$ cat config.mk
export PLATFORM = sky130hd
export DESIGN_NAME = countdown_minute_second_display
export DESIGN_NICKNAME = d
export VERILOG_FILES = /design/src/hdl/cmsd_pkg.sv /design/src/hdl/cmsd_state.sv /design/src/hdl/cmsd_split.sv /design/src/hdl/countdown_minute_second_display.sv
export SDC_FILE = /design/constraint.sdc
export NUM_CORES = 1
export LEC_CHECK = 0
export ABC_AREA = 0
export BUFFER_PORTS_ARGS = -buffer_cell sky130_fd_sc_hd__buf_2
export CAP_MARGIN = 40
export CELL_PAD_IN_SITES_DETAIL_PLACEMENT = 2
export CELL_PAD_IN_SITES_GLOBAL_PLACEMENT = 2
export CORE_MARGIN = 10
export CORE_UTILIZATION = 37
export DETAILED_ROUTE_END_ITERATION = 8
export GPL_ROUTABILITY_DRIVEN = 1
export PLACE_DENSITY = 0.86
export SYNTH_ARGS = -nofsm -noshare
export SYNTH_HDL_FRONTEND = slang
export SYNTH_HIERARCHICAL = 1
export SYNTH_SLANG_ARGS = --single-unit
$ cat constraint.sdc
create_clock -name clk -period 5.41 [get_ports clk]
set_clock_uncertainty 0.2 [all_clocks]
set_input_delay 1.082 -clock clk [delete_from_list [all_inputs] [get_ports clk]]
set_output_delay 1.082 -clock clk [all_outputs]
set_load 0.005 [all_outputs]
$ cat src/hdl/cmsd_pkg.sv
// Shared types and constants of the countdown minutes:seconds display block.
package cmsd_pkg;

    localparam int COUNT_W = 14;

    typedef logic signed [COUNT_W-1:0] count_t;

    // Request operation codes
    localparam logic [1:0] OP_TICK    = 2'd0;
    localparam logic [1:0] OP_REFRESH = 2'd1;
    localparam logic [1:0] OP_LOAD    = 2'd2;

    // Count limits
    localparam count_t LOAD_MIN  = -14'sd600;
    localparam count_t LOAD_MAX  = 14'sd5999;
    localparam count_t COUNT_MIN = -14'sd8192;

    // Overrun magnitude after which counting stops
    localparam int OVERRUN_LIMIT = 599;

    // Digit code shown in place of the leading digit for negative counts
    localparam logic [3:0] MINUS_CODE = 4'd10;

    typedef struct packed {
        logic colon;
        logic run;
        logic overtime;
        logic counted;
    } flags_t;

    typedef struct packed {
        count_t count;
        flags_t flags;
    } snap_t;

endpackage

$ cat src/hdl/cmsd_state.sv
// Request register and timer state update of the countdown display block.
module cmsd_state
    import cmsd_pkg::*;
(
    input  logic         clk,
    input  logic         rst_n,
    input  logic         in_valid,
    output logic         in_stall,
    input  logic [1:0]   operation,
    input  logic signed [13:0] load_seconds,
    input  logic         load_run,
    input  logic         channel_free,
    output logic         snap_valid,
    input  logic         snap_stall,
    output snap_t        snap
);

    localparam count_t OVERRUN_FLOOR = count_t'(-OVERRUN_LIMIT);

    logic       req_valid_reg, req_valid_next;
    logic [1:0] op_reg;
    count_t     load_seconds_reg;
    logic       load_run_reg;
    logic       channel_free_reg;

    count_t count_reg, count_next;
    logic   run_reg, run_next;
    logic   refreshed_reg, refreshed_next;
    logic   colon_reg, colon_next;
    logic   overtime_reg, overtime_next;
    logic   counted_reg, counted_next;
    logic   snap_valid_reg, snap_valid_next;

    logic   snap_ready;
    logic   advance;
    logic   in_take;
    count_t count_dec;
    count_t load_clamped;

    // Handshake between the request register and the state snapshot
    assign snap_ready = !snap_valid_reg || !snap_stall;
    assign advance    = req_valid_reg && snap_ready;
    assign in_stall   = req_valid_reg && !snap_ready;
    assign in_take    = in_valid && !in_stall;

    // Hold the request until the state update takes it
    always_comb
    begin
        req_valid_next = req_valid_reg;
        if (in_take)
        begin
            req_valid_next = 1'b1;
        end
        else if (advance)
        begin
            req_valid_next = 1'b0;
        end
    end

    always_ff @(posedge clk or negedge rst_n)
    begin
        if (!rst_n)
        begin
            req_valid_reg <= 1'b0;
        end
        else
        begin
            req_valid_reg <= req_valid_next;
        end
    end

    always_ff @(posedge clk)
    begin
        if (in_take)
        begin
            op_reg           <= operation;
            load_seconds_reg <= load_seconds;
            load_run_reg     <= load_run;
            channel_free_reg <= channel_free;
        end
    end

    // Decrement with saturation at the most negative count
    assign count_dec = (count_reg != COUNT_MIN) ? count_t'(count_reg - 14'sd1) : count_reg;

    // Clamp the loaded count to its legal range
    always_comb
    begin
        load_clamped = load_seconds_reg;
        if (load_seconds_reg < LOAD_MIN)
        begin
            load_clamped = LOAD_MIN;
        end
        else if (load_seconds_reg > LOAD_MAX)
        begin
            load_clamped = LOAD_MAX;
        end
    end

    // Work out the timer state after the request
    always_comb
    begin
        count_next     = count_reg;
        run_next       = run_reg;
        refreshed_next = refreshed_reg;
        colon_next     = colon_reg;
        overtime_next  = overtime_reg;
        counted_next   = counted_reg;
        case (op_reg)
            OP_TICK:
            begin
                if (refreshed_reg)
                begin
                    if (run_reg && channel_free_reg)
                    begin
                        counted_next = 1'b1;
                        count_next   = count_dec;
                        if (count_dec < 14'sd0)
                        begin
                            overtime_next = 1'b1;
                            if (count_dec < OVERRUN_FLOOR)
                            begin
                                run_next = 1'b0;
                            end
                        end
                    end
                    refreshed_next = 1'b0;
                end
            end
            OP_REFRESH:
            begin
                if (!refreshed_reg)
                begin
                    colon_next     = 1'b1;
                    refreshed_next = 1'b1;
                end
                else
                begin
                    colon_next = !colon_reg;
                end
            end
            OP_LOAD:
            begin
                count_next    = load_clamped;
                run_next      = load_run_reg;
                overtime_next = 1'b0;
                counted_next  = 1'b0;
            end
            default:
            begin
                count_next = count_reg;
            end
        endcase
    end

    // Mark the snapshot full on update, drop it once taken
    always_comb
    begin
        snap_valid_next = snap_valid_reg;
        if (advance)
        begin
            snap_valid_next = 1'b1;
        end
        else if (snap_ready)
        begin
            snap_valid_next = 1'b0;
        end
    end

    // Advance the timer state
    always_ff @(posedge clk or negedge rst_n)
    begin
        if (!rst_n)
        begin
            count_reg      <= '0;
            run_reg        <= 1'b0;
            refreshed_reg  <= 1'b0;
            colon_reg      <= 1'b0;
            overtime_reg   <= 1'b0;
            counted_reg    <= 1'b0;
            snap_valid_reg <= 1'b0;
        end
        else
        begin
            snap_valid_reg <= snap_valid_next;
            if (advance)
            begin
                count_reg     <= count_next;
                run_reg       <= run_next;
                refreshed_reg <= refreshed_next;
                colon_reg     <= colon_next;
                overtime_reg  <= overtime_next;
                counted_reg   <= counted_next;
            end
        end
    end

    // The state registers are the snapshot, held while it waits
    assign snap_valid           = snap_valid_reg;
    assign snap.count           = count_reg;
    assign snap.flags.colon     = colon_reg;
    assign snap.flags.run       = run_reg;
    assign snap.flags.overtime  = overtime_reg;
    assign snap.flags.counted   = counted_reg;

endmodule

$ cat src/hdl/cmsd_split.sv
// Two-stage split of the signed count into minutes and seconds digits.
module cmsd_split
    import cmsd_pkg::*;
(
    input  logic       clk,
    input  logic       rst_n,
    input  logic       snap_valid,
    output logic       snap_stall,
    input  snap_t      snap,
    output logic       out_valid,
    input  logic       out_stall,
    output logic [3:0] digit_min_tens,
    output logic [3:0] digit_min_ones,
    output logic [2:0] digit_sec_tens,
    output logic [3:0] digit_sec_ones,
    output flags_t     flags
);

    // Reciprocal of sixty scaled by two to the twentieth, exact for 14-bit values
    localparam logic [14:0] RECIP60       = 15'd17477;
    localparam int          RECIP60_SHIFT = 20;
    // Reciprocal of ten scaled by two to the eleventh, exact below 1029
    localparam logic [7:0]  RECIP10       = 8'd205;
    localparam int          RECIP10_SHIFT = 11;

    // Tens digit of a seconds value below sixty
    function automatic logic [2:0] sec_tens_of(input logic [5:0] secs);
        logic [2:0] tens;
        begin
            if (secs >= 6'd50)
            begin
                tens = 3'd5;
            end
            else if (secs >= 6'd40)
            begin
                tens = 3'd4;
            end
            else if (secs >= 6'd30)
            begin
                tens = 3'd3;
            end
            else if (secs >= 6'd20)
            begin
                tens = 3'd2;
            end
            else if (secs >= 6'd10)
            begin
                tens = 3'd1;
            end
            else
            begin
                tens = 3'd0;
            end
            return tens;
        end
    endfunction

    logic        a_valid_reg, a_valid_next;
    logic        neg_reg;
    logic [13:0] mag_reg;
    logic [7:0]  mins_reg;
    flags_t      a_flags_reg;

    logic        b_valid_reg, b_valid_next;
    logic [3:0]  min_tens_reg;
    logic [3:0]  min_ones_reg;
    logic [2:0]  sec_tens_reg;
    logic [3:0]  sec_ones_reg;
    flags_t      b_flags_reg;

    logic        a_ready;
    logic        b_ready;
    logic        a_take;
    logic        b_take;
    logic        neg;
    logic [13:0] count_bits;
    logic [13:0] mag;
    logic [28:0] mins_prod;
    logic [13:0] mins_times60;
    logic [13:0] secs_full;
    logic [5:0]  secs;
    logic [15:0] tens_prod;
    logic [3:0]  min_tens;
    logic [7:0]  min_ones_full;
    logic [2:0]  sec_tens;
    logic [5:0]  sec_ones_full;

    // Stage handshakes
    assign b_ready    = !b_valid_reg || !out_stall;
    assign a_ready    = !a_valid_reg || b_ready;
    assign snap_stall = a_valid_reg && !b_ready;
    assign a_take     = snap_valid && a_ready;
    assign b_take     = a_valid_reg && b_ready;

    // Magnitude and minutes quotient
    assign count_bits = snap.count;
    assign neg        = snap.count[COUNT_W-1];
    assign mag        = neg ? 14'(~count_bits + 14'd1) : count_bits;
    assign mins_prod  = mag * RECIP60;

    // Seconds remainder and the decimal digits
    assign mins_times60  = {6'd0, mins_reg} * 14'd60;
    assign secs_full     = mag_reg - mins_times60;
    assign secs          = secs_full[5:0];
    assign tens_prod     = {8'd0, mins_reg} * {8'd0, RECIP10};
    assign min_tens      = tens_prod[RECIP10_SHIFT+3:RECIP10_SHIFT];
    assign min_ones_full = mins_reg - ({4'd0, min_tens} * 8'd10);
    assign sec_tens      = sec_tens_of(secs);
    assign sec_ones_full = secs - ({3'd0, sec_tens} * 6'd10);

    always_comb
    begin
        a_valid_next = a_valid_reg;
        if (a_take)
        begin
            a_valid_next = 1'b1;
        end
        else if (b_ready)
        begin
            a_valid_next = 1'b0;
        end
    end

    always_comb
    begin
        b_valid_next = b_valid_reg;
        if (b_take)
        begin
            b_valid_next = 1'b1;
        end
        else if (!out_stall)
        begin
            b_valid_next = 1'b0;
        end
    end

    // Hold stage valids
    always_ff @(posedge clk or negedge rst_n)
    begin
        if (!rst_n)
        begin
            a_valid_reg <= 1'b0;
            b_valid_reg <= 1'b0;
        end
        else
        begin
            a_valid_reg <= a_valid_next;
            b_valid_reg <= b_valid_next;
        end
    end

    // Register magnitude and minutes
    always_ff @(posedge clk)
    begin
        if (a_take)
        begin
            neg_reg     <= neg;
            mag_reg     <= mag;
            mins_reg    <= mins_prod[RECIP60_SHIFT+7:RECIP60_SHIFT];
            a_flags_reg <= snap.flags;
        end
    end

    // Register the result digits
    always_ff @(posedge clk)
    begin
        if (b_take)
        begin
            min_tens_reg <= neg_reg ? MINUS_CODE : min_tens;
            min_ones_reg <= min_ones_full[3:0];
            sec_tens_reg <= sec_tens;
            sec_ones_reg <= sec_ones_full[3:0];
            b_flags_reg  <= a_flags_reg;
        end
    end

    assign out_valid      = b_valid_reg;
    assign digit_min_tens = min_tens_reg;
    assign digit_min_ones = min_ones_reg;
    assign digit_sec_tens = sec_tens_reg;
    assign digit_sec_ones = sec_ones_reg;
    assign flags          = b_flags_reg;

endmodule

$ cat src/hdl/countdown_minute_second_display.sv
// Top level of the countdown timer with minutes:seconds display digits.
// Throughput: one request per cycle while out_stall is low; the state update feeds back on its own registers.
// Request register, state snapshot, minutes stage and result register each hold one item.
// Reset clears the count, the run, colon and sticky flags, and all stage valids.
module countdown_minute_second_display
    import cmsd_pkg::*;
(
    input  logic       clk,
    input  logic       rst_n,
    input  logic       in_valid,
    output logic       in_stall,
    input  logic [1:0] operation,
    input  logic signed [13:0] load_seconds,
    input  logic       load_run,
    input  logic       channel_free,
    output logic       out_valid,
    input  logic       out_stall,
    output logic [3:0] digit_min_tens,
    output logic [3:0] digit_min_ones,
    output logic [2:0] digit_sec_tens,
    output logic [3:0] digit_sec_ones,
    output logic       colon_lit,
    output logic       running,
    output logic       overtime,
    output logic       counted
);

    logic   snap_valid;
    logic   snap_stall;
    snap_t  snap;
    flags_t flags;

    // Timer state update
    cmsd_state u_state (
        .clk          (clk),
        .rst_n        (rst_n),
        .in_valid     (in_valid),
        .in_stall     (in_stall),
        .operation    (operation),
        .load_seconds (load_seconds),
        .load_run     (load_run),
        .channel_free (channel_free),
        .snap_valid   (snap_valid),
        .snap_stall   (snap_stall),
        .snap         (snap)
    );

    // Display digit split
    cmsd_split u_split (
        .clk            (clk),
        .rst_n          (rst_n),
        .snap_valid     (snap_valid),
        .snap_stall     (snap_stall),
        .snap           (snap),
        .out_valid      (out_valid),
        .out_stall      (out_stall),
        .digit_min_tens (digit_min_tens),
        .digit_min_ones (digit_min_ones),
        .digit_sec_tens (digit_sec_tens),
        .digit_sec_ones (digit_sec_ones),
        .flags          (flags)
    );

    assign colon_lit = flags.colon;
    assign running   = flags.run;
    assign overtime  = flags.overtime;
    assign counted   = flags.counted;

endmodule

# Word level (Yosys, flattened, before mapping)
# Index checks and enable logic that the tools add are counted.
# totals
register_bits	79
input_bits	22
# classes
add_sub_neg	5
multipliers	5
n_lt_le_gt_ge	9
n_eq_ne	8
muxes	34
n_bitwise	1
reduce_logical	30
# op_table
cell	n
two-way mux 14 bit	6
less-than comparator 14 x 11 -> 1 bit, second input constant	2
multiplier 14 x 15 -> 28 bit, second input constant	1
case mux 14 bit (2 select lines)	1
two-way mux 1 bit	19
multiplier 8 x 8 -> 15 bit, second input constant	1
adder 14 x 1 -> 14 bit, second input constant	1
> comparator 14 bit, second input constant	1
less-than comparator 14 x 1 -> 1 bit, second input constant	1
inequality test 14 bit, second input constant	1
NOT 14 bit	1
subtractor 14 x 2 -> 14 bit, second input constant	1
greater-or-equal comparator 6 x 5 -> 1 bit, second input constant	2
greater-or-equal comparator 6 bit, second input constant	2
two-way mux 3 bit	4
inequality test 2 x 1 -> 1 bit, second input constant	5
nonzero test 2 bit	5
logical NOT 1 bit	9
multiplier 8 x 4 -> 4 bit, second input constant	1
case mux 1 bit (2 select lines)	4
subtractor 4 bit	2
logical AND 1 bit	7
greater-or-equal comparator 6 x 4 -> 1 bit, second input constant	1
AND reduction 6 bit	1
10 further kinds	13

# Logic depth before layout (Yosys ltp)
# Gate-level depths: netlist (run 1).
# depth
depth_word	11
mapped_depth	23
ltp_nobuf	22

# Modules after synthesis
# Netlist (run 1), hierarchy kept.
# by_module_without_submodules
module	n_inst	cells_per_inst	area_per_inst_um2
cmsd_split	1	480	5048.6
cmsd_state	1	222	2172.1

# Worst setup path before layout (run 1)
# No wires, ideal clock.
# synth_path
kind	register to register
startpoint	register u_state.count_reg[3]
endpoint	register u_split.mins_reg[3] (data pin)
setup_time_ps	261
t_arrival_ps	5445
t_required_ps	4949
slack_ps	-496
stages_incl_launch_ff	18
path_buffers	0
period_less_slack_ps	5906
path_cell_list	dfrtp_1 > or4_4 > or4_4 > o41ai_4 > xnor2_1 > ha_1 > inv_1 > fa_1 > fa_1 > inv_1 > fa_1 > fa_1 > ha_1 > o21ai_0 > a21oi_1 > nand2_1 > o211a_1 > a311o_1
# synth_via
elab_chain_cells	4
# synth_lines
item	line	text
start, declared	cmsd_state.sv:26	count_t count_reg, count_next;
start signal, assigned	cmsd_state.sv:188	count_reg <= count_next;
NOT 14 bit	cmsd_split.sv:98	assign mag = neg ? 14'(~count_bits + 14'd1) : count_bits;
adder 14 x 1 -> 14 bit	cmsd_split.sv:98	
two-way mux 14 bit (*)	cmsd_split.sv:98	
multiplier 14 x 15 -> 28 bit (*)	cmsd_split.sv:99	assign mins_prod = mag * RECIP60;
via u_split.mins_prod[23]	cmsd_split.sv:78	logic [28:0] mins_prod;
end signal, assigned	cmsd_split.sv:159	mins_reg <= mins_prod[RECIP60_SHIFT+7:RECIP60_SHIFT];
end, declared	cmsd_split.sv:61	logic [7:0] mins_reg;
# The timed path passes the listed nets; every way through them passes the cells marked *.
# A chain may end at the register's enable or synchronous reset.

# Worst setup path in the final report (run 1)
# layout_path
startpoint	register u_state.count_reg[5]
endpoint	register u_split.mins_reg[5] (data pin)
# The elaborated chain is that of the path after synthesis.

==> impl_metrics.env, run 1 <==
export IMPL_drt_initial_drc_count=391
export IMPL_finalHoldViolCount=0
export IMPL_ys_warn_count=6
export IMPL_fin_crit_ps=6238
export IMPL_gr_total_overflow=0
export IMPL_end_kind="flop"
export IMPL_grt_pass1_vias=7204
export IMPL_n_antenna_cell=0
export IMPL_vias=6254
export IMPL_routed_via_density=5.839
export IMPL_cap_violations=0
export IMPL_maxSlewViolCount=0
export IMPL_rsz0062_at_grt="true"
export IMPL_synth_area_top_cells="edfxtp_1 23%, ha_1 23%, fa_1 9.1%"
export IMPL_drt_first_pass_iters=5
export IMPL_core_area_um2=19330
export IMPL_cts_tree="built"
export IMPL_ys_ff_latch=79
export IMPL_whs_ps=233.1
export IMPL_grt_use_total_pct=21.70
export IMPL_clk_latency_ps=360
export IMPL_ff2ff_path_depth=22
export IMPL_ant_nets=0
export IMPL_worst_slew_margin_rel_pct=41.42
export IMPL_ios=43
export IMPL_drive_gt1_share_pct=22.95
export IMPL_period_share_pct=115.3
export IMPL_cp_required_ps=5380
export IMPL_rows=51
export IMPL_rrSetupSlack_ps=-830
export IMPL_arrival_ps=6210
export IMPL_critPathMaxFanout=5
export IMPL_die_x_um=159.7
export IMPL_finalWirelength_um=30050
export IMPL_syn_area_per_cell_um2=10.29
export IMPL_post_dp_hpwl_um=20580
export IMPL_finalSetupTns_ps=-5770
export IMPL_synth_async_sr_flop_share_pct=29.11
export IMPL_cp_start_kind="flop"
export IMPL_fillers=1967
export IMPL_synth_area_um2=7221
export IMPL_start_util_pct=37.35
export IMPL_status="finished with violations"
export IMPL_layout_setup_ws_ps=-827.8
export IMPL_dieArea_um2=25500
export IMPL_rr_endpoint="u_split/mins_reg[5]$_DFFE_PP_"
export IMPL_synth_ff_type="edfxtp_1"
export IMPL_worstMarginPinSlew_ps=878.6
export IMPL_clk_pin_slew_worst_paths_ps=70
export IMPL_synth_top_area_share_pct=23.29
export IMPL_cts_sinks=79
export IMPL_post_synth_top_area_cell="edfxtp_1"
export IMPL_synth_edf_count=56
export IMPL_hold_path_class="flop to flop"
export IMPL_cts_buffers_inserted=9
export IMPL_startpoint="u_state/count_reg[5]$_DFFE_PN0P_"
export IMPL_cts_htree_levels=3
export IMPL_synth_fp_nets=890
export IMPL_nets=989
export IMPL_synthCells=702
export IMPL_cts_root_buf="clkbuf_16"
export IMPL_setup_viol=8
export IMPL_grt_pass1_wl_um=43120
export IMPL_gp_congestion=0.8780
export IMPL_yosys_cell_types_count=69
export IMPL_crit_type="flop to flop"
export IMPL_failed_checks="setup timing"
export IMPL_fmaxAchievable_ghz=0.1603
export IMPL_portBuffers=42
export IMPL_antenna_found_initial=0
export IMPL_r2r_start="u_state/count_reg[5]$_DFFE_PN0P_"
export IMPL_cts_buffer_depth=2
export IMPL_drc_errors=0
export IMPL_routedWlPerCell_um=28.06
export IMPL_die_h_um=159.7
export IMPL_critPathCapture="u_split/mins_reg[5]$_DFFE_PP_"
export IMPL_area_growth_pct=22.32
export IMPL_synth_seq_area_share_pct=31.26
export IMPL_grt_max_degree=24
[layout by cell type (no fill, tap or decap), drive strengths merged, types with 9 or more instances in the layout]
cell	count
ha	133
buf	105
inv	100
edfxtp	56
nand2	54
o21ai	35
fa	33
nor2	29
a21oi	29
xnor2	28
dfrtp	23
nor3	17
nand3	15
clkbuf	9
[cell usage after synthesis, drive strengths merged (8+ instances only)]
cell,instances
nand2b,8
nor3,17
clkbuf,10
nand3,15
dfrtp,23
nor2,29
o21ai,35
ha,133
xor2,8
inv,97
edfxtp,56
a21oi,29
nand2,54
xnor2,28
fa,33
[stage by stage]
stage                     area [um^2]  instances  setup slack [ps]  utilization (%)
after detailed placement         8147       1046            -772.0            42.13
after CTS                        8613       1065            -593.9            44.55
after floorplan                  7283        702            -288.1                -
final                            8832       1071            -827.8            45.68
after global routing             8832       1071            -854.8            45.68
after global placement           8132       1045            -322.5            42.06
[critical path, stage by stage (launching register included)]
cell	delay (ps)
dfrtp_1	390
or4_4	550
buf_4	180
nor4_4	190
nand2_2	170
nor4b_4	360
ha_2	280
xor2_1	230
ha_2	270
a21o_1	150
fa_2	260
inv_1	70
fa_1	500
inv_1	60
ha_1	340
ha_4	260
ha_4	260
nand4_1	190
a21oi_4	290
nand2_2	100
o31a_1	300
o21ai_2	170
xor2_1	270
[layout make-up]
cell class              instances  area [um^2]  area share [%]
inverters                      97        364.1           4.122
clock inverters                 7        112.6           1.275
flip-flops and latches         79         2258           25.57
repair buffers                105        698.2           7.905
multi-input cells             509         4842           54.82
clock buffers                   9        225.2           2.550
well taps                     265        331.6           3.754
[logic make-up (layout without fill, tap and decap cells)]
logic type,Yosys count,count (layout),share of synthesized area [%]
flip-flops,79,79,31.26
buffers and inverters,114,218,6.359
AO/OA/AOI/OAI,136,136,12.82
adder cells (fa/ha/maj),166,166,32.20
XOR/XNOR,37,37,4.679
multiplexers,4,4,0.5891
AND/OR/NAND/NOR,166,166,12.09
[how the worst min path moves through the flow]
| stage | from | end | slack (ps) | cells past startpoint |
|---|---|---|---|---|
| final | u_split/a_flags_reg[2]$_DFFE_PP_ | u_split/flags[2]$_DFFE_PP_ | 230 | 0 |
| after detailed placement | u_split/a_flags_reg[1]$_DFFE_PP_ | u_split/flags[1]$_DFFE_PP_ | 220 | 0 |
| after global routing | u_split/mag_reg[0]$_DFFE_PP_ | u_split/digit_sec_ones[0]$_DFFE_PP_ | 250 | 0 |
| after floorplan | u_split/mag_reg[0]$_DFFE_PP_ | u_split/digit_sec_ones[0]$_DFFE_PP_ | 200 | 0 |
| after global placement | u_split/a_flags_reg[3]$_DFFE_PP_ | u_split/flags[3]$_DFFE_PP_ | 210 | 0 |
| after CTS | u_split/mag_reg[0]$_DFFE_PP_ | u_split/digit_sec_ones[0]$_DFFE_PP_ | 240 | 0 |
[routing by layer]
metal / vias up / share of wire [%] / GRT usage (%)
li1: 2707 / - / -
met1: 3176 / 35 / 21.71
met2: 252 / 54 / 41.78
met3: 119 / 4.2 / 3.856
met4: 0 / 6.7 / 11.12
met5: - / 0 / 0
[what timing repair did]
item,4_1_cts,5_1_grt
pin swaps,10,17
endpoints found under the setup margin,8,9
gates resized for setup,24,28
hold buffers,0,0
setup buffers,3,5
Power of run 1 is not shown: default switching activity piles up to over one toggle a cycle in this logic, so the estimate is an artifact.
==> run 2, diff against run 1 <==
--- a/config.mk
+++ b/config.mk
@@ -15,6 +15,7 @@
 export DETAILED_ROUTE_END_ITERATION = 8
 export GPL_ROUTABILITY_DRIVEN = 1
 export PLACE_DENSITY = 0.86
+export SETUP_SLACK_MARGIN = 0.5
 export SYNTH_ARGS = -nofsm -noshare
 export SYNTH_HDL_FRONTEND = slang
 export SYNTH_HIERARCHICAL = 1
==> impl_metrics.env, run 2 (synthesis results as in run 1) <==
export IMPL_hold_path_class="flop to flop"
export IMPL_grt_pass1_vias=7313
export IMPL_worst_slew_margin_rel_pct=42.78
export IMPL_cts_buffer_depth=2
export IMPL_grt_pass1_wl_um=43890
export IMPL_nets=997
export IMPL_hold_end="u_split/digit_sec_ones[0]$_DFFE_PP_"
export IMPL_grt_use_total_pct=22.20
export IMPL_rsz0062_at_grt="true"
export IMPL_routedWlPerCell_um=27.83
export IMPL_worstMarginPinSlew_ps=858.3
export IMPL_cts_buffers_inserted=9
export IMPL_arrival_ps=6130
export IMPL_layout_common_cells="117 x ha_1, 92 x inv_1, 69 x buf_4"
export IMPL_drt_first_pass_iters=5
export IMPL_post_dp_hpwl_um=20580
export IMPL_fin_crit_ps=6149
export IMPL_die_x_um=159.7
export IMPL_holdCritStartpoint="u_split/mag_reg[0]$_DFFE_PP_"
export IMPL_critPathMaxFanout=5
export IMPL_fillers=1963
export IMPL_place_ws_ps=-772.0
export IMPL_finalWirelength_um=30020
export IMPL_stdcell_count=1079
export IMPL_whs_path_depth=0
export IMPL_cts_htree_levels=3
export IMPL_portBuffers=42
export IMPL_vias=6263
export IMPL_dp_cells=1046
export IMPL_ant_nets=0
export IMPL_layout_setup_ws_ps=-739.4
export IMPL_cts_tree="built"
export IMPL_dieArea_um2=25500
export IMPL_failed_checks="setup timing"
export IMPL_clk_latency_ps=360
export IMPL_finalSetupTns_ps=-5102
export IMPL_ff2ff_path_depth=22
export IMPL_crit_type="flop to flop"
export IMPL_rrSetupSlack_ps=-740
export IMPL_final_common_cell="ha_1"
export IMPL_n_antenna_cell=0
export IMPL_fmaxAchievable_ghz=0.1626
export IMPL_drt_initial_drc_count=397
export IMPL_r2r_start="u_state/count_reg[5]$_DFFE_PN0P_"
export IMPL_cp_required_ps=5390
export IMPL_status="finished with violations"
export IMPL_clk_pin_slew_worst_paths_ps=70
export IMPL_gr_total_overflow=0
export IMPL_setup_viol=8
export IMPL_rr_endpoint="u_split/mins_reg[5]$_DFFE_PP_"
export IMPL_end_kind="flop"
export IMPL_core_area_um2=19330
export IMPL_grt_max_degree=24
export IMPL_period_share_pct=113.7
export IMPL_antenna_found_initial=0
export IMPL_cp_start_kind="flop"
export IMPL_gp_congestion=0.8780
export IMPL_cts_hold_fix_buffers=0
export IMPL_drive_gt1_share_pct=25.92
export IMPL_cap_violations=0
export IMPL_rows=51
export IMPL_area_growth_pct=24.52
export IMPL_routed_via_density=5.804
export IMPL_maxSlewViolCount=0
export IMPL_final_util_pct=46.50
export IMPL_cts_root_buf="clkbuf_16"
export IMPL_start_util_pct=37.35
export IMPL_cts_sinks=79
export IMPL_ios=43
export IMPL_finalHoldViolCount=0
export IMPL_die_h_um=159.7
export IMPL_drc_errors=0
[run 2: how the worst max path moves through the flow]
stage                                           from                             to  cells after the start
global placement    u_state/count_reg[3]$_DFFE_PN0P_  u_split/mins_reg[2]$_DFFE_PP_                     18
finish              u_state/count_reg[5]$_DFFE_PN0P_  u_split/mins_reg[5]$_DFFE_PP_                     22
CTS                 u_state/count_reg[3]$_DFFE_PN0P_  u_split/mins_reg[5]$_DFFE_PP_                     18
detailed placement  u_state/count_reg[3]$_DFFE_PN0P_  u_split/mins_reg[0]$_DFFE_PP_                     22
global route        u_state/count_reg[3]$_DFFE_PN0P_  u_split/mins_reg[5]$_DFFE_PP_                     22
floorplan           u_state/count_reg[3]$_DFFE_PN0P_  u_split/mins_reg[3]$_DFFE_PP_                     18
[run 2: worst max-delay path, stage by stage (launching register included)]
cell,delay (ps)
dfrtp_1,380
or4_4,540
buf_4,180
nor4_4,170
nand2_2,160
nor4b_4,350
ha_2,290
xor2_1,180
ha_2,230
a21o_1,170
fa_2,280
inv_1,70
fa_1,530
inv_1,50
ha_1,340
ha_4,280
ha_4,290
nand4_1,170
a21oi_4,250
nand2_2,100
o31a_1,310
o21ai_2,190
xor2_1,240
[run 2: per-layer routing]
metal	wire [um]	track usage [%]	share of wire (%)
met5	0	0	0
met3	1118	4.010	3.7
met4	2054	11.67	6.8
met2	16370	42.90	55
met1	10480	21.93	35
[run 2: per-stage QoR]
| stage | hold slack (ps) | cell area [um^2] |
|---|---|---|
| floorplan | 200.3 | 7283 |
| global placement | 207.5 | 8132 |
| detailed placement | 221.0 | 8147 |
| CTS | 235.8 | 8768 |
| global route | 236.6 | 8991 |
| finish | 234.5 | 8991 |
[run 2: final cells by class]
type                            instances  area (um^2)  share of cell area (%)
Clock buffer                            9        225.2                   2.505
Clock inverter                          7        112.6                   1.252
Inverter                               97        364.1                   4.050
Multi-Input combinational cell        509         4941                   54.95
Sequential cell                        79         2258                   25.12
Tap cell                              265        331.6                   3.688
Timing Repair Buffer                  113        758.2                   8.433
[run 2: what timing repair did]
action                                  4_1_cts  5_1_grt
endpoints found under the hold margin         0        0
pin swaps                                    20       24
endpoints found under the setup margin       10       12
buffers inserted                              8        8
resized for setup                            42       29
Power of run 2 is left out for the same reason.
==> run 3, diff against run 2 <==
--- a/config.mk
+++ b/config.mk
@@ -5,16 +5,16 @@
 export SDC_FILE = /design/constraint.sdc
 export NUM_CORES = 1
 export LEC_CHECK = 0
-export ABC_AREA = 0
+export ABC_AREA = 1
 export BUFFER_PORTS_ARGS = -buffer_cell sky130_fd_sc_hd__buf_2
 export CAP_MARGIN = 40
 export CELL_PAD_IN_SITES_DETAIL_PLACEMENT = 2
 export CELL_PAD_IN_SITES_GLOBAL_PLACEMENT = 2
 export CORE_MARGIN = 10
-export CORE_UTILIZATION = 37
+export CORE_UTILIZATION = 35
 export DETAILED_ROUTE_END_ITERATION = 8
 export GPL_ROUTABILITY_DRIVEN = 1
-export PLACE_DENSITY = 0.86
+export PLACE_DENSITY = 0.87
 export SETUP_SLACK_MARGIN = 0.5
 export SYNTH_ARGS = -nofsm -noshare
 export SYNTH_HDL_FRONTEND = slang
==> impl_metrics.env, run 3 <==
export IMPL_gr_total_overflow=0
export IMPL_cts_tree="built"
export IMPL_rows=54
export IMPL_clk_latency_ps=370
export IMPL_critPathMaxFanout=3
export IMPL_crit_type="flop to flop"
export IMPL_cts_buffers_inserted=9
export IMPL_grt_pass1_vias=8928
export IMPL_routed_via_density=6.120
export IMPL_rr_endpoint="u_split/mins_reg[3]$_DFFE_PP_"
export IMPL_critPathCapture="u_split/mins_reg[3]$_DFFE_PP_"
export IMPL_synth_top_area_share_pct=21.38
export IMPL_gp_congestion=0.8190
export IMPL_grt_use_total_pct=26.27
export IMPL_worst_slew_margin_rel_pct=41.25
export IMPL_synth_seq_area_share_pct=28.70
export IMPL_rrSetupSlack_ps=-380
export IMPL_dieArea_um2=28870
export IMPL_synth_area_top_cells="edfxtp_1 21%, ha_1 21%, nand2_1 10%"
export IMPL_period_share_pct=107.0
export IMPL_grt_pass1_wl_um=57010
export IMPL_core_area_um2=21960
export IMPL_start_util_pct=35.82
export IMPL_die_h_um=169.9
export IMPL_cap_violations=0
export IMPL_cts_root_buf="clkbuf_16"
export IMPL_nets=1255
export IMPL_synth_async_sr_flop_share_pct=29.11
export IMPL_ios=43
export IMPL_synth_common_cells="211 x nand2_1, 191 x inv_1, 133 x ha_1, 80 x nor2_1, 56 x edfxtp_1"
export IMPL_post_dp_hpwl_um=23830
export IMPL_ant_nets=0
export IMPL_rsz0062_at_grt="true"
export IMPL_portBuffers=42
export IMPL_end_kind="flop"
export IMPL_antenna_found_initial=1
export IMPL_fillers=2331
export IMPL_drc_errors=0
export IMPL_path_buf_inv=9
export IMPL_synthCells=954
export IMPL_worst_path_stages=26
export IMPL_drive_gt1_share_pct=29.85
export IMPL_grt_max_degree=24
export IMPL_drt_initial_drc_count=857
export IMPL_worstMarginPinSlew_ps=880.3
export IMPL_r2r_start="u_state/count_reg[1]$_DFFE_PN0P_"
export IMPL_cp_start_kind="flop"
export IMPL_fmaxAchievable_ghz=0.1727
export IMPL_fin_crit_ps=5789
export IMPL_cp_required_ps=5320
export IMPL_arrival_ps=5700
export IMPL_post_synth_top_area_cell="edfxtp_1"
export IMPL_synth_area_um2=7865
export IMPL_vias=8280
export IMPL_post_dp_cell_area_um2=8589
export IMPL_synth_most_common_cell="nand2_1"
export IMPL_synth_ff_type="edfxtp_1"
export IMPL_synth_edf_count=56
export IMPL_layout_setup_ws_ps=-379.1
export IMPL_finalHoldViolCount=0
export IMPL_cp_top_family="adder cells"
export IMPL_cts_htree_levels=3
export IMPL_final_common_cell="nand2_1"
export IMPL_final_util_pct=46.75
export IMPL_clk_pin_slew_worst_paths_ps=80
export IMPL_max_stage_delay_ps=510
export IMPL_finalWirelength_um=46020
export IMPL_finalInstanceArea_um2=10260
export IMPL_startpoint="u_state/count_reg[1]$_DFFE_PN0P_"
export IMPL_ff2ff_path_depth=26
export IMPL_yosys_cell_types_count=41
export IMPL_hold_path_class="flop to flop"
export IMPL_finalSetupTns_ps=-2120
export IMPL_setup_viol=8
export IMPL_synth_fp_nets=1142
export IMPL_routedWlPerCell_um=34.01
export IMPL_drt_first_pass_iters=6
export IMPL_ys_ff_latch=79
export IMPL_ys_warn_count=6
export IMPL_crit_slowest_cell="fa_2"
export IMPL_syn_area_per_cell_um2=8.244
export IMPL_layout_common_cells="176 x nand2_1, 171 x inv_1, 102 x ha_1"
export IMPL_maxSlewViolCount=0
export IMPL_area_growth_pct=30.51
export IMPL_status="finished with violations"
export IMPL_die_x_um=169.9
export IMPL_cp_common_cell="buf_4"
export IMPL_cts_buffer_depth=2
export IMPL_failed_checks="setup timing"
export IMPL_cts_sinks=79
-- run 3: worst min path at each step --
| stage | start | endpoint | slack (ps) | cells after the start |
|---|---|---|---|---|
| 2_1_floorplan | u_split/mag_reg[0]$_DFFE_PP_ | u_split/digit_sec_ones[0]$_DFFE_PP_ | 200 | 0 |
| 3_3_place_gp | u_split/a_flags_reg[0]$_DFFE_PP_ | u_split/flags[0]$_DFFE_PP_ | 200 | 0 |
| 3_5_place_dp | u_split/a_flags_reg[1]$_DFFE_PP_ | u_split/flags[1]$_DFFE_PP_ | 220 | 0 |
| 4_1_cts | u_split/a_flags_reg[1]$_DFFE_PP_ | u_split/flags[1]$_DFFE_PP_ | 230 | 0 |
| 5_1_grt | u_split/a_flags_reg[1]$_DFFE_PP_ | u_split/flags[1]$_DFFE_PP_ | 230 | 0 |
| 6_report | u_split/a_flags_reg[1]$_DFFE_PP_ | u_split/flags[1]$_DFFE_PP_ | 230 | 0 |
-- run 3: cells by family (layout without fill, tap and decap cells) --
group	Yosys count	count (layout)	synth area share, %
AO/OA/AOI/OAI	92	92	7.127
XOR/XNOR	21	21	2.339
adder cells (fa/ha/maj)	166	166	29.56
buffers and inverters	204	322	10.12
flip-flops	79	79	28.70
other	0	1	0
AND/OR/NAND/NOR	392	392	22.16
-- run 3: metal layers --
| metal | wire [um] | vias to the layer above | GRT usage [%] |
|---|---|---|---|
| li1 | - | 3316 | - |
| met5 | 0 | - | 0 |
| met2 | 22730 | 505 | 47.86 |
| met1 | 16270 | 4193 | 26.73 |
| met4 | 4301 | 0 | 17.51 |
| met3 | 2711 | 266 | 5.275 |
-- run 3: repair_timing --
| item | in CTS | in global routing |
|---|---|---|
| resized for setup | 128 | 83 |
| pin swaps | 53 | 56 |
| hold buffers | 0 | 0 |
| buffers inserted | 31 | 15 |
| cloned | 0 | 0 |
| endpoints found under the setup margin | 10 | 10 |
-- run 3: stage by stage --
stage	hold WS, ps	instances	worst slack, ps
after floorplan	200.3	954	520.7
after global placement	204.9	1288	131.6
after detailed placement	216.1	1290	-184.9
after CTS	231.8	1337	190.1
after global routing	230.8	1353	-453.2
final	232.4	1353	-379.1
-- run 3: final cells by class --
type / count / area (um^2) / share of cell area (%)
Multi-Input combinational cell: 671 / 5751 / 56.02
Sequential cell: 79 / 2261 / 22.03
Antenna cell: 1 / 2.502 / 0.02438
Inverter: 196 / 745.7 / 7.265
Clock buffer: 10 / 229.0 / 2.231
Tap cell: 280 / 350.3 / 3.413
Clock inverter: 6 / 117.6 / 1.146
Timing Repair Buffer: 110 / 808.3 / 7.874
Power of run 3 is left out for the same reason.
